[src/rtl/blz_pkg.sv]
// Shared types and constants for the backward LZ77 decoder.
package blz_pkg;

  localparam int unsigned MIN_MATCH  = 3;
  localparam int unsigned DIST_BIAS  = 3;
  localparam int unsigned LEN_W      = 5;
  localparam int unsigned DIST_W     = 13;
  localparam int unsigned PLEN_W     = 24;
  localparam int unsigned CAP_W      = 32;

  typedef enum logic [1:0] {
    ST_OK        = 2'd0,
    ST_OVERFLOW  = 2'd1,
    ST_BAD_REF   = 2'd2,
    ST_TRUNCATED = 2'd3
  } blz_status_t;

  typedef enum logic [1:0] {
    S_IDLE,
    S_EXEC,
    S_READ,
    S_COPY
  } blz_state_t;

  // controller -> datapath
  typedef struct packed {
    logic        latch_in;
    logic        consume;
    logic        load_flag;
    logic        store_hi;
    logic        clear_pend;
    logic        start_copy;
    logic        emit_lit;
    logic        emit_copy;
    logic        rd_en;
    logic        bump_idx;
    logic        fail;
    blz_status_t fail_status;
  } blz_cmd_t;

  // datapath -> controller
  typedef struct packed {
    logic ignore;
    logic pending;
    logic flag_needed;
    logic flag_bit_set;
    logic avail_one;
    logic full;
    logic copy_ovf;
    logic bad_ref;
    logic byte_top;
    logic cnt_last;
    logic out_free;
  } blz_flags_t;

endpackage

[src/rtl/blz_ctrl.sv]
// Control state machine of the backward LZ77 decoder.
module blz_ctrl (
  input  logic                clk,
  input  logic                rst_n,
  input  logic                in_valid,
  output logic                in_ready,
  input  blz_pkg::blz_flags_t flags,
  output blz_pkg::blz_cmd_t   cmd
);

  blz_pkg::blz_state_t state_r, state_nxt;

  always_ff @(posedge clk) begin
    if (!rst_n) begin
      state_r <= blz_pkg::S_IDLE;
    end else begin
      state_r <= state_nxt;
    end
  end

  always_comb begin
    state_nxt       = state_r;
    cmd             = '0;
    cmd.fail_status = blz_pkg::ST_OK;
    in_ready        = 1'b0;
    case (state_r)
      blz_pkg::S_IDLE: begin
        in_ready = 1'b1;
        if (in_valid) begin
          cmd.latch_in = 1'b1;
          state_nxt    = blz_pkg::S_EXEC;
        end
      end
      blz_pkg::S_EXEC: begin
        // act only once the result register can take a transfer
        if (flags.out_free) begin
          state_nxt = blz_pkg::S_IDLE;
          if (!flags.ignore) begin
            cmd.consume = 1'b1;
            if (flags.pending) begin
              cmd.clear_pend = 1'b1;
              if (flags.copy_ovf) begin
                cmd.fail        = 1'b1;
                cmd.fail_status = blz_pkg::ST_OVERFLOW;
              end else if (flags.bad_ref) begin
                cmd.fail        = 1'b1;
                cmd.fail_status = blz_pkg::ST_BAD_REF;
              end else begin
                cmd.start_copy = 1'b1;
                cmd.bump_idx   = 1'b1;
                state_nxt      = blz_pkg::S_READ;
              end
            end else if (flags.flag_needed) begin
              cmd.load_flag = 1'b1;
              if (flags.avail_one) begin
                cmd.fail        = 1'b1;
                cmd.fail_status = (!flags.byte_top && flags.full) ?
                                  blz_pkg::ST_OVERFLOW : blz_pkg::ST_TRUNCATED;
              end
            end else if (flags.flag_bit_set) begin
              if (flags.avail_one) begin
                cmd.fail        = 1'b1;
                cmd.fail_status = blz_pkg::ST_TRUNCATED;
              end else begin
                cmd.store_hi = 1'b1;
              end
            end else if (flags.full) begin
              cmd.fail        = 1'b1;
              cmd.fail_status = blz_pkg::ST_OVERFLOW;
            end else begin
              cmd.emit_lit = 1'b1;
              cmd.bump_idx = 1'b1;
            end
          end
        end
      end
      blz_pkg::S_READ: begin
        cmd.rd_en = 1'b1;
        state_nxt = blz_pkg::S_COPY;
      end
      blz_pkg::S_COPY: begin
        // hold the fetched byte while the receiver stalls
        if (flags.out_free) begin
          cmd.emit_copy = 1'b1;
          if (flags.cnt_last) begin
            state_nxt = blz_pkg::S_IDLE;
          end else begin
            cmd.rd_en = 1'b1;
          end
        end
      end
      default: begin
        state_nxt = blz_pkg::S_IDLE;
      end
    endcase
  end

endmodule

[config.mk]
export PLATFORM = sky130hd
export DESIGN_NAME = blz_ctrl
export DESIGN_NICKNAME = d
export VERILOG_FILES = /design/src/rtl/blz_pkg.sv /design/src/rtl/blz_ctrl.sv
export SDC_FILE = /design/constraint.sdc
export NUM_CORES = 1
export LEC_CHECK = 0
export BUFFER_PORTS_ARGS = -buffer_cell sky130_fd_sc_hd__clkbuf_2
export CELL_PAD_IN_SITES_DETAIL_PLACEMENT = 1
export CELL_PAD_IN_SITES_GLOBAL_PLACEMENT = 1
export CORE_MARGIN = 4
export CORE_UTILIZATION = 16
export CTS_CLUSTER_DIAMETER = 120
export DETAILED_ROUTE_END_ITERATION = 16
export PLACE_DENSITY = 0.74
export SLEW_MARGIN = 25
export SYNTH_ARGS = -nofsm -noshare
export SYNTH_HDL_FRONTEND = slang
export SYNTH_SLANG_ARGS = --single-unit
[constraint.sdc]
create_clock -name clk -period 1.64 [get_ports clk]
set_clock_uncertainty 0.2 [all_clocks]
set_input_delay 0.41 -clock clk [delete_from_list [all_inputs] [get_ports clk]]
set_output_delay 0.41 -clock clk [all_outputs]
set_load 0.005 [all_outputs]
==> flow_summary_export.csv <==
group,metric,value,unit
run_status,status,"finished, violations left",
run_status,violations,"setup timing",
hold_path,hold_path_class,"input pin to flip-flop",
detailed_routing,detail_route.vias_per_cell,4.71,
yosys,synth_top_family_by_area,"simple AND/OR/NAND/NOR gates",
grt,antenna_found_initial,0,
yosys,synthMuxAreaShare,0,%
cts,hold_buffers,0,
sta,fmax,0.496,GHz
run,maxCapViolCount,0,
critical_path,critPathMaxFanout,4,
detailed_routing,dr.pass1.iters,2,
critical_path,cp.arrival,1.41,ns
sta,period_share,123,%
power,netSwitchingFraction,28.1,%
power,p_clk_share,38.8,%
cts,clkTransAtPathRegs,0.03,ns
critical_path,path_class,"input pin to primary output",
final_layout,area_growth,177,%
floorplan,rows,13,
sta,maxSlewViolCount,0,
sta,setup_violations,10,
yosys,async_flop_share,0,%
cts,cts_tree,"yes",
final_layout,fillers,182,
placement,preCtsSetupSlack,-0.398,ns
sta,slew_headroom,82.3,%
sta,tightestPinTransition,0.266,ns
yosys,syn_area,249,um^2
yosys,synth_edf_count,0,
placement,dpl_cell_area,485,um^2
cts,cts_root_buf,"clkbuf_4",
yosys,synth_simple_gate_area_share,60.8,%
yosys,synthCells,37,
detailed_routing,drt-total-wl,1200,um
critical_path,crit_path_cell_trace,"buf_8 > and3b_1 > or4b_4 > a21oi_2 > buf_2",
cts,clockBufferDepth,2,
power,net-switching-power,80.2,uW
power,p_comb_share,42.7,%
sta,finalSetupTns,-1.34,ns
placement,gp_congestion,0.633,
final_layout,register_area,45.0,um^2
yosys,synth.avg_cell_area,6.73,um^2
yosys,synth-compound-area-share,21.6,%
power,seq_power_share,18.5,%
power,power,285,uW
grt,grt_max_degree,8,
critical_path,critPathLaunchType,"input pin",
floorplan,core-area,0.00138,mm^2
placement,io_buffers,27,
critical_path,end_kind,"primary output",
power,power_density,414,mW/mm^2
floorplan,die_h,47.5,um
floorplan,ios,28,
placement,hpwlAfterDp,901,um
detailed_routing,drtAntennaViolNets,0,
final_layout,multi_input_area,275,um^2
cts,htreeDepth,1,
yosys,ys.flop_type,"dfxtp_1",
yosys,yosysSeqAreaShare,16.1,%
yosys,synth.net_count,51,
sta,rsz0062_at_grt,"true",
critical_path,cpPeakStageDelay,0.48,ns
final_layout,design_area,689,um^2
power,p_int,205,uW
sta,final_hold_viol_count,0,
grt,grt_pass1_vias,464,
yosys,synth_adder_area_share,0,%
cts,numCtsBuffers,3,
floorplan,start_util,18.0,%
detailed_routing,initialDrtViolationCount,1,
sta,setup_slack,-0.378,ns
detailed_routing,route.detailed.drc,0,
cts,clock_latency,0.23,ns
final_layout,final_layout_size_suffix_gt1_share,74.7,%
final_layout,antenna_cells,0,
detailed_routing,wire_per_inst,12.2,um
power,cellLeakagePower,0.000338,uW
grt,grt_usage,11.2,%
yosys,synthXorXnorAreaFrac,0,%
yosys,yosys.cell_types.count,22,
grt,grt.overflow.total,0,
yosys,ys_ff_latch,2,
yosys,synth_warnings,0,
floorplan,die_w,47.5,um
final_layout,fin_nets,99,
cts,cts.sinks,2,
critical_path,slowest_stage,"or4b_4",
grt,grt_first_pass_wirelength,1770,um
power,ir_drop,225,uV
final_layout,post-route-util,49.9,%
detailed_routing,vias,462,
critical_path,cp_data_required_time,1.03,ns
floorplan,die_area,0.00225,mm^2
sta,min_period,2.02,ns
[cell families after synthesis]
kind of cell / count (synthesis)
flip-flops: 2
buffers and inverters: 1
AND/OR/NAND/NOR: 26
AO/OA/AOI/OAI: 8
[cells in the mapped netlist (2+ instances only)]
cell type  instances  area (um^2)
nor3_1             2         10.0
nor3b_1            2         15.0
nor2b_1            2         12.5
nor2_1             6         22.5
a21oi_1            2         10.0
and2_1             2         12.5
dfxtp_1            2         40.0
nand2b_1           4         25.0
nand2_1            2         7.51
[cells in the final DEF, fill, tap and decap left out, drive strengths merged]
cell type	netlist	final
nor2	6	6
nand2b	4	4
and3b	1	1
nor3	2	2
a22oi	1	1
a211oi	1	1
clkbuf	0	16
nor4	1	1
nand2	2	2
nor2b	2	2
dfxtp	2	2
and3	1	1
or4b	1	1
and2	2	2
nor3b	2	2
inv	1	1
buf	0	30
o31ai	1	1
a31oi	1	1
a21oi	2	2
o21a	1	1
nand3	2	2
a21boi	1	1
[power by group through the flow]
stage | clock [uW] | combinational, uW | sequential (uW)
detailed placement | 0 | 79.2 | 53.3
floorplan | 0 | 25.1 | 54.8
CTS | 117 | 90.9 | 54.4
finish | 111 | 122 | 52.8
global placement | 0 | 77.4 | 53.2
global route | 115 | 133 | 53.2
[through the flow]
stage | instances | hold slack, ns
3_3_place_gp | 90 | 0.371
3_5_place_dp | 90 | 0.383
2_1_floorplan | 37 | 0.291
4_1_cts | 93 | 0.201
6_report | 98 | 0.205
5_1_grt | 98 | 0.235
[path summary, 6_finish.rpt]
| kind | startpoint | to | slack (ns) | cells after the start |
|---|---|---|---|---|
| max reg2reg | flip-flop | flip-flop | 0.41 | 6 |
| min reg2reg | state_r[0]$_SDFFE_PN0P_ | state_r[0]$_SDFFE_PN0P_ | 0.38 | 2 |
| max | flags[8] | cmd[1] | -0.38 | 5 |
| min | rst_n | state_r[0]$_SDFFE_PN0P_ | 0.20 | 3 |
[routing by layer]
metal	vias to the layer above	GRT usage [%]	routed length [um]
li1	229	-	-
met1	213	11.4	425
met2	18	21.1	661
met3	2	1.50	89
met4	0	6.63	19
met5	-	0	0
[worst max-delay path: cells and delay by family]
kind                   cells  cell delay, ns
AO/OA/AOI/OAI              1            0.14
buffers and inverters      2            0.22
AND/OR/NAND/NOR            2            0.63
[final cells by class]
| class | count | share of cell area, % |
|---|---|---|
| timing repair buffer | 43 | 46.6 |
| multi-input combinational | 34 | 39.9 |
| sequential | 2 | 6.53 |
| clock buffer | 3 | 3.27 |
| tap | 15 | 2.72 |
| inverter | 1 | 0.907 |
[repair_timing]
action,in CTS,in global routing
resized for setup,14,35
pin swaps,5,13
setup buffers,0,6
setup endpoints to repair,12,12
(Power assumes the default switching activity.)
